### config.mk
export PLATFORM = sky130hd
export DESIGN_NAME = quadratic_probe_hash_set
export DESIGN_NICKNAME = d
export VERILOG_FILES = /design/src/design/qphs_pkg.sv /design/src/design/qphs_mod.sv /design/src/design/qphs_store.sv /design/src/design/quadratic_probe_hash_set.sv
export SDC_FILE = /design/constraint.sdc
export NUM_CORES = 2
export LEC_CHECK = 0
export BUFFER_PORTS_ARGS = -buffer_cell sky130_fd_sc_hd__buf_2
export CAP_MARGIN = 15
export CORE_MARGIN = 5
export CORE_UTILIZATION = 30
export CTS_CLUSTER_DIAMETER = 60
export DETAILED_ROUTE_END_ITERATION = 12
export SLEW_MARGIN = 5
export SYNTH_ARGS = -nofsm -noshare
export SYNTH_HDL_FRONTEND = slang
export SYNTH_SLANG_ARGS = --single-unit
### constraint.sdc
create_clock -name i_clk -period 8.5 [get_ports i_clk]
set_clock_uncertainty 0.2 [all_clocks]
set_input_delay 0 -clock i_clk [delete_from_list [all_inputs] [get_ports i_clk]]
set_output_delay 0 -clock i_clk [all_outputs]
set_load 0.005 [all_outputs]
### src/design/qphs_pkg.sv
// shared constants and types for the quadratic probing hash set
`timescale 1ns / 1ps

package qphs_pkg;

    localparam int KEY_W        = 31;
    localparam int SIZE_W       = 8;
    localparam int SLOT_W       = 7;
    localparam int STATUS_W     = 2;
    localparam int DATA_W       = 32;
    localparam int ADDR_W       = 3;
    localparam int SLOT_LIMIT   = 128;
    localparam int DEPTH_DEFAULT = 128;
    localparam int CNT_W        = $clog2(KEY_W);

    localparam logic [SIZE_W-1:0] TABLE_SIZE_RST = SIZE_W'(128);

    // register index taken from paddr[2]
    localparam logic CFG_TABLE_SIZE = 1'b0;

    localparam logic [STATUS_W-1:0] ST_INSERTED = 2'd0;
    localparam logic [STATUS_W-1:0] ST_FULL     = 2'd1;
    localparam logic [STATUS_W-1:0] ST_FOUND    = 2'd2;
    localparam logic [STATUS_W-1:0] ST_MISSING  = 2'd3;

    localparam logic KIND_INSERT = 1'b0;

    typedef struct packed {
        logic clear;
        logic wr_en;
    } t_store_ctl;

endpackage

### src/design/qphs_mod.sv
// serial remainder unit: key mod m, one key bit per cycle
`timescale 1ns / 1ps

module qphs_mod
    import qphs_pkg::*;
#(
    parameter int IDX_W = 7
) (
    input  logic             i_clk,
    input  logic             i_rst_n,
    input  logic             i_start,
    input  logic [KEY_W-1:0] i_key,
    input  logic [IDX_W:0]   i_m,
    output logic             o_done,
    output logic [IDX_W-1:0] o_rem
);

    localparam int M_W = IDX_W + 1;

    logic             r_busy;
    logic             r_done;
    logic [CNT_W-1:0] r_cnt;
    logic [KEY_W-1:0] r_key;
    logic [IDX_W-1:0] r_rem;
    logic [M_W-1:0]   trial;
    logic [IDX_W-1:0] n_rem;

    always_comb begin
        trial = {r_rem, r_key[KEY_W-1]};
        if (trial >= i_m) begin
            n_rem = IDX_W'(trial - i_m);
        end else begin
            n_rem = trial[IDX_W-1:0];
        end
    end

    always_ff @(posedge i_clk) begin
        if (!i_rst_n) begin
            r_busy <= 1'b0;
            r_done <= 1'b0;
            r_cnt  <= '0;
        end else begin
            r_done <= 1'b0;
            if (i_start) begin
                r_busy <= 1'b1;
                r_cnt  <= '0;
            end else if (r_busy) begin
                r_cnt <= r_cnt + CNT_W'(1);
                if (r_cnt == CNT_W'(KEY_W - 1)) begin
                    r_busy <= 1'b0;
                    r_done <= 1'b1;
                end
            end
        end
    end

    always_ff @(posedge i_clk) begin
        if (i_start) begin
            r_key <= i_key;
            r_rem <= '0;
        end else if (r_busy) begin
            r_key <= {r_key[KEY_W-2:0], 1'b0};
            r_rem <= n_rem;
        end
    end

    assign o_done = r_done;
    assign o_rem  = r_rem;

endmodule

### src/design/qphs_store.sv
// slot memory with registered read and flip-flop occupancy bits
`timescale 1ns / 1ps

module qphs_store
    import qphs_pkg::*;
#(
    parameter int SLOT_CAP = 128,
    parameter int IDX_W    = 7
) (
    input  logic             i_clk,
    input  logic             i_rst_n,
    input  t_store_ctl       i_ctl,
    input  logic [IDX_W-1:0] i_rd_addr,
    input  logic [IDX_W-1:0] i_wr_addr,
    input  logic [KEY_W-1:0] i_wr_key,
    output logic [KEY_W-1:0] o_rd_key,
    output logic             o_rd_valid
);

    logic [KEY_W-1:0]    r_mem [SLOT_CAP];
    logic [SLOT_CAP-1:0] r_valid;
    logic [KEY_W-1:0]    r_rd_key;
    logic                r_rd_valid;

    always_ff @(posedge i_clk) begin
        if (i_ctl.wr_en) begin
            r_mem[i_wr_addr] <= i_wr_key;
        end
        r_rd_key <= r_mem[i_rd_addr];
    end

    always_ff @(posedge i_clk) begin
        if (!i_rst_n || i_ctl.clear) begin
            r_valid    <= '0;
            r_rd_valid <= 1'b0;
        end else begin
            if (i_ctl.wr_en) begin
                r_valid[i_wr_addr] <= 1'b1;
            end
            r_rd_valid <= r_valid[i_rd_addr];
        end
    end

    assign o_rd_key   = r_rd_key;
    assign o_rd_valid = r_rd_valid;

endmodule

### src/design/quadratic_probe_hash_set.sv
// top level of the quadratic probing hash set: control, probe sequencer, config port
//
// Usage:
//   An operation (i_kind: 0 insert, 1 search; i_key) is taken at a rising edge
//   where start is high and busy is low. busy stays high until the result beat.
//   The result (o_status, o_slot) is on the ports for one cycle, marked by
//   o_done; the receiver cannot stall it and must take it in that cycle.
//   Sequence: the key mod m remainder is formed first, one key bit per cycle,
//   then one slot memory read per probe cycle, with each read checked in the
//   cycle after it, for at most m probes.
//   The single memory read port sets the probe rate of one probe per cycle.
//   One operation is in flight at a time; start may be taken in the cycle the
//   result beat is shown.
//   Config: table_size at byte address 0 of the APB-style port; any write to
//   it empties the table at once through the occupancy bits. pready is always
//   high. Reset empties the table and sets table_size to 128.
`timescale 1ns / 1ps

module quadratic_probe_hash_set
    import qphs_pkg::*;
#(
    parameter int TABLE_DEPTH = DEPTH_DEFAULT
) (
    input  logic                i_clk,
    input  logic                i_rst_n,
    input  logic                start,
    output logic                busy,
    input  logic                i_kind,
    input  logic [KEY_W-1:0]    i_key,
    output logic                o_done,
    output logic [STATUS_W-1:0] o_status,
    output logic [SLOT_W-1:0]   o_slot,
    input  logic                psel,
    input  logic                penable,
    input  logic                pwrite,
    input  logic [ADDR_W-1:0]   paddr,
    input  logic [DATA_W-1:0]   pwdata,
    output logic [DATA_W-1:0]   prdata,
    output logic                pready
);

    localparam int SLOT_CAP = (TABLE_DEPTH < SLOT_LIMIT) ? TABLE_DEPTH : SLOT_LIMIT;
    localparam int IDX_W    = $clog2(SLOT_CAP);
    localparam int M_W      = IDX_W + 1;

    typedef enum logic [2:0] {
        S_IDLE  = 3'b001,
        S_DIV   = 3'b010,
        S_PROBE = 3'b100
    } t_state;

    t_state              r_state, n_state;
    logic                r_kind, n_kind;
    logic [KEY_W-1:0]    r_key, n_key;
    logic [M_W-1:0]      r_m, n_m;
    logic [IDX_W-1:0]    r_s, n_s;
    logic [M_W-1:0]      r_d, n_d;
    logic [M_W-1:0]      r_i, n_i;
    logic                r_chk_vld, n_chk_vld;
    logic [IDX_W-1:0]    r_chk_s, n_chk_s;
    logic                r_chk_last, n_chk_last;
    logic                r_done, n_done;
    logic [STATUS_W-1:0] r_status, n_status;
    logic [SLOT_W-1:0]   r_slot, n_slot;
    logic [SIZE_W-1:0]   r_table_size;

    logic                cfg_we;
    logic                accept;
    logic [M_W-1:0]      eff_m;
    logic                mod_done;
    logic [IDX_W-1:0]    mod_rem;
    logic [KEY_W-1:0]    rd_key;
    logic                rd_valid;
    t_store_ctl          store_ctl;
    logic [M_W-1:0]      s_sum;
    logic [M_W-1:0]      d_t1;
    logic [M_W-1:0]      d_t2;
    logic [M_W-1:0]      d_t3;
    logic                fin;
    logic [STATUS_W-1:0] fin_status;
    logic [SLOT_W-1:0]   fin_slot;
    logic                fin_wr;

    assign cfg_we = psel && penable && pwrite && pready;
    assign pready = 1'b1;
    assign prdata = (paddr[2] == CFG_TABLE_SIZE) ? DATA_W'(r_table_size) : '0;
    assign busy   = (r_state != S_IDLE);
    assign accept = start && !busy;

    always_comb begin
        if (r_table_size == '0) begin
            eff_m = M_W'(1);
        end else if (r_table_size > SIZE_W'(SLOT_CAP)) begin
            eff_m = M_W'(SLOT_CAP);
        end else begin
            eff_m = M_W'(r_table_size);
        end
    end

    qphs_mod #(
        .IDX_W(IDX_W)
    ) u_mod (
        .i_clk  (i_clk),
        .i_rst_n(i_rst_n),
        .i_start(accept),
        .i_key  (i_key),
        .i_m    (r_m),
        .o_done (mod_done),
        .o_rem  (mod_rem)
    );

    qphs_store #(
        .SLOT_CAP(SLOT_CAP),
        .IDX_W   (IDX_W)
    ) u_store (
        .i_clk     (i_clk),
        .i_rst_n   (i_rst_n),
        .i_ctl     (store_ctl),
        .i_rd_addr (r_s),
        .i_wr_addr (r_chk_s),
        .i_wr_key  (r_key),
        .o_rd_key  (rd_key),
        .o_rd_valid(rd_valid)
    );

    // next probe slot and next odd step, both kept below m
    always_comb begin
        s_sum = M_W'(r_s) + r_d;
        if (s_sum >= r_m) begin
            s_sum = s_sum - r_m;
        end
        d_t1 = r_d + M_W'(2);
        d_t2 = (d_t1 >= r_m) ? d_t1 - r_m : d_t1;
        d_t3 = (d_t2 >= r_m) ? d_t2 - r_m : d_t2;
    end

    // check of the slot read in the previous cycle
    always_comb begin
        fin        = 1'b0;
        fin_wr     = 1'b0;
        fin_status = ST_MISSING;
        fin_slot   = '0;
        if (r_chk_vld) begin
            if (r_kind == KIND_INSERT) begin
                if (!rd_valid) begin
                    fin        = 1'b1;
                    fin_wr     = 1'b1;
                    fin_status = ST_INSERTED;
                    fin_slot   = SLOT_W'(r_chk_s);
                end else if (r_chk_last) begin
                    fin        = 1'b1;
                    fin_status = ST_FULL;
                end
            end else begin
                if (!rd_valid) begin
                    fin        = 1'b1;
                    fin_status = ST_MISSING;
                end else if (rd_key == r_key) begin
                    fin        = 1'b1;
                    fin_status = ST_FOUND;
                    fin_slot   = SLOT_W'(r_chk_s);
                end else if (r_chk_last) begin
                    fin        = 1'b1;
                    fin_status = ST_MISSING;
                end
            end
        end
    end

    always_comb begin
        n_state         = r_state;
        n_kind          = r_kind;
        n_key           = r_key;
        n_m             = r_m;
        n_s             = r_s;
        n_d             = r_d;
        n_i             = r_i;
        n_chk_vld       = r_chk_vld;
        n_chk_s         = r_chk_s;
        n_chk_last      = r_chk_last;
        n_done          = 1'b0;
        n_status        = r_status;
        n_slot          = r_slot;
        store_ctl.clear = cfg_we && (paddr[2] == CFG_TABLE_SIZE);
        store_ctl.wr_en = 1'b0;
        unique case (r_state)
            S_IDLE: begin
                n_chk_vld = 1'b0;
                if (start) begin
                    n_state = S_DIV;
                    n_kind  = i_kind;
                    n_key   = i_key;
                    n_m     = eff_m;
                end
            end
            S_DIV: begin
                if (mod_done) begin
                    n_state   = S_PROBE;
                    n_s       = mod_rem;
                    n_d       = (r_m == M_W'(1)) ? '0 : M_W'(1);
                    n_i       = '0;
                    n_chk_vld = 1'b0;
                end
            end
            S_PROBE: begin
                if (fin) begin
                    n_state         = S_IDLE;
                    n_done          = 1'b1;
                    n_status        = fin_status;
                    n_slot          = fin_slot;
                    n_chk_vld       = 1'b0;
                    store_ctl.wr_en = fin_wr;
                end else if (r_i < r_m) begin
                    n_chk_vld  = 1'b1;
                    n_chk_s    = r_s;
                    n_chk_last = (r_i == r_m - M_W'(1));
                    n_s        = s_sum[IDX_W-1:0];
                    n_d        = d_t3;
                    n_i        = r_i + M_W'(1);
                end else begin
                    n_chk_vld = 1'b0;
                end
            end
            default: begin
                n_state = S_IDLE;
            end
        endcase
    end

    always_ff @(posedge i_clk) begin
        if (!i_rst_n) begin
            r_state      <= S_IDLE;
            r_chk_vld    <= 1'b0;
            r_done       <= 1'b0;
            r_table_size <= TABLE_SIZE_RST;
        end else begin
            r_state   <= n_state;
            r_chk_vld <= n_chk_vld;
            r_done    <= n_done;
            if (cfg_we && (paddr[2] == CFG_TABLE_SIZE)) begin
                r_table_size <= pwdata[SIZE_W-1:0];
            end
        end
    end

    always_ff @(posedge i_clk) begin
        r_kind     <= n_kind;
        r_key      <= n_key;
        r_m        <= n_m;
        r_s        <= n_s;
        r_d        <= n_d;
        r_i        <= n_i;
        r_chk_s    <= n_chk_s;
        r_chk_last <= n_chk_last;
        r_status   <= n_status;
        r_slot     <= n_slot;
    end

    assign o_done   = r_done;
    assign o_status = r_status;
    assign o_slot   = r_slot;

endmodule

==> metrics <==
Leak=59.01 nW; status=finished, final reports clean; Synth Warn #=0; Tcrit/Tclk final=63.46%; Vias/cell=5.253; Iter 0 DRT Violations=10420; crit path buf inv count=2; die area=0.5635 mm^2; EDFF count, synth=4079; RR Startpoint=r_key[3]$_DFFE_PP_; WS Path Type=reg -> reg; Mapped Cells=7945; Slew headroom=12.57%; CP cell instances=buf_4, xor2_1, nor4_1, nand2_1, o31ai_4, buf_4, nand3_4, nor2_4; Reg2Reg Capture Point=u_store.r_mem[107][25]$_DFFE_PP_; RSZ-0062 raised after global routing=no; drt drc=0; Fillers=50140; Top FF cell, synth=edfxtp_1; initial antenna violation count=24; Initial DRT Pass Iterations=6; Die Wd=750.6 um; clock root buffer=clkbuf_16; Final setup viols=0; Slowest cell on crit path=nor2_4; vias=84200; crit path max fanout=60; share of post-route cells with drive strength above 1=23.87%; vias in the first global route=84250; Fin Setup TNS=0 ps; clk_lat worst skew=1010 ps; Pwr Total=42.55 mW; CP dominant cell by count=buf_4; peak supply drop=0.0001763 V; Worst path top cell family by delay=simple AND/OR/NAND/NOR gates; CTS-repair resized insts=0; clk sink count=4266; I/O Buffers=65; worst min-delay path class=in -> reg; Async SR Flop Fraction=0%; #FFs+latches synth=4266; Hold Path Stages=5; Startpoint Class=register; Worst Setup SP=r_key[3]$_DFFE_PP_; CTS buffer count=437; gr usage total=15.57%; CTS tree=done; fin nets=8519; CTS max path bufs=4; core outline area=0.5476 mm^2; routed len/inst=28.21 um; CP required=8840 ps; syn_area_per_cell=20.71 um^2; leading cell types in the layout, fill and taps excluded=4079 x edfxtp_1, 918 x mux4_2, 440 x clkbuf_16; Tmin final=5394 ps; Final ANT Viol Nets=0; Hold Vio Cnt, Final=0; arrival time worst endpoint=5730 ps; first-pass GRT wire length=637100 um; Clock transition at path regs=60 ps; I/O Pins=117; row cnt=272; Reg2Reg Setup Slack=3110 ps; die height=750.6 um; final wirelength=452200 um; commonest non-fill, non-tap cell in the layout=edfxtp_1; max-slew violation count=0; mapped cell area=0.1646 mm^2; htree depth=5; type of element capturing the critical path=register; DP Wirelength=263100 um; Area Overhead vs Synth=15.76%; pwr dens=223.4 mW/mm^2; Initial Util=30.05%; WHS Endpoint=r_table_size[7]$_SDFFE_PN1P_; hold path startpoint=paddr[2]; largest net degree at the start of global routing=130; sequential area share after synthesis=76.71%; Cell variety after synth=78; R2R cell count=8; Largest stage delay, worst path=1250 ps; routability cong.=0.8417; FMAX=185.4 MHz; Worst-Margin Slew=1298 ps; MaxCap Viol Count=0; gr ovfl total=0
-- worst max path at each step --
stage	endpoint	slack [ps]	depth (start not counted)
detailed placement	r_d[0]$_DFFE_PP_	3210	18
global placement	u_store.r_mem[15][21]$_DFFE_PP_	3260	8
global route	r_d[0]$_DFFE_PP_	2900	18
floorplan	u_store.r_mem[75][0]$_DFFE_PP_	1590	7
CTS	u_store.r_mem[105][10]$_DFFE_PP_	3170	8
finish	u_store.r_mem[107][25]$_DFFE_PP_	3110	8
-- report_power, final --
part           switching, mW  total, mW  leakage (nW)  internal, mW
sequential            0.0371       23.2          38.2          23.1
clock                   8.08       18.6          6.81          10.5
combinational          0.630      0.784          14.0         0.154
-- cells by family (layout without fill, tap and decap cells) --
logic type / count (synthesis) / count (layout) / synth area share, %
multiplexers: 1253 / 1253 / 14.63
adder cells (fa/ha/maj): 58 / 58 / 0.4638
AO/OA/AOI/OAI: 935 / 935 / 3.823
flip-flops: 4266 / 4266 / 76.71
AND/OR/NAND/NOR: 839 / 839 / 2.331
XOR/XNOR: 74 / 74 / 0.3938
buffers and inverters: 518 / 1314 / 1.649
other: 2 / 28 / 0.004564
-- what timing repair did --
item                                   4_1_cts  5_1_grt
hold buffers                               105        0
endpoints found under the hold margin      231        0
setup buffers                                0        0
-- routing by layer --
| layer | vias to the layer above | part of all wire [%] | global-route usage [%] |
|---|---|---|---|
| met5 | - | 0.0075 | 0 |
| met4 | 6 | 3.9 | 5.508 |
| met3 | 718 | 8.7 | 2.833 |
| met2 | 4124 | 48 | 25.21 |
| met1 | 45300 | 40 | 21.07 |
| li1 | 34050 | - | - |
-- cells in the mapped netlist (all sizes together) (17+ instances only) --
cell type	n	area, um^2
and2	17	106.4
xnor2	30	262.8
ha	53	663.1
nor4	25	156.4
mux2i	298	2983
nor3	48	240.2
dfxtp	187	3744
mux2	37	416.7
a22oi	265	1989
a21oi	85	429.2
mux4	918	20670
edfxtp	4079	122500
inv	39	146.4
nand3	91	455.4
nor2	174	653.1
o21ai	205	1026
nand2	342	1284
o22ai	134	838.3
a221oi	38	339.1
buf	294	1873
a211oi	110	830.8
nand4	48	306.5
clkbuf	185	694.4
nor2b	35	219.0
xor2	44	385.4
-- metrics by stage --
step	worst slack, ps	instance area (um^2)	util [%]	hold slack, ps	std cells
6_report	3106	190500	34.79	115.4	16030
5_1_grt	2900	190500	34.79	137.9	16030
4_1_cts	3167	190300	34.75	24.22	16010
3_5_place_dp	3212	175300	32.01	21.02	15090
3_3_place_gp	3257	174800	31.93	10.35	15070
2_1_floorplan	1586	164700	-	-169.8	7968
-- tightest hold or removal path, cell delays in order --
cell and delay [ps]:
buf_2 180, nand4b_1 310, nand2_1 100, nand3_1 80, dlygate4sd3_1 540
-- flip-flops by register name (all words and copies together), names as in the netlist, 2 cells and up --
signal	cells
u_store.r_valid	128
r_state	3
r_s	7
u_mod.r_cnt	5
r_i	8
u_mod.o_rem	7
r_m	8
r_key	31
u_store.o_rd_key	31
o_status	2
u_mod.r_key	31
r_d	8
o_slot	7
r_chk_s	7
u_store.r_mem	3968
r_table_size	8
-- cell type report --
| class | instances | area (um^2) | share of cell area [%] |
|---|---|---|---|
| clock inverter | 259 | 2370 | 1.244 |
| inverter | 39 | 146.4 | 0.07685 |
| sequential | 4266 | 126200 | 66.26 |
| multi-input combinational | 3184 | 36810 | 19.32 |
| antenna | 3 | 7.507 | 0.003941 |
| clock buffer | 556 | 11560 | 6.070 |
| tap | 7261 | 9085 | 4.769 |
| timing repair buffer | 460 | 4282 | 2.248 |
No activity file was read; power rests on OpenSTA's default activity.
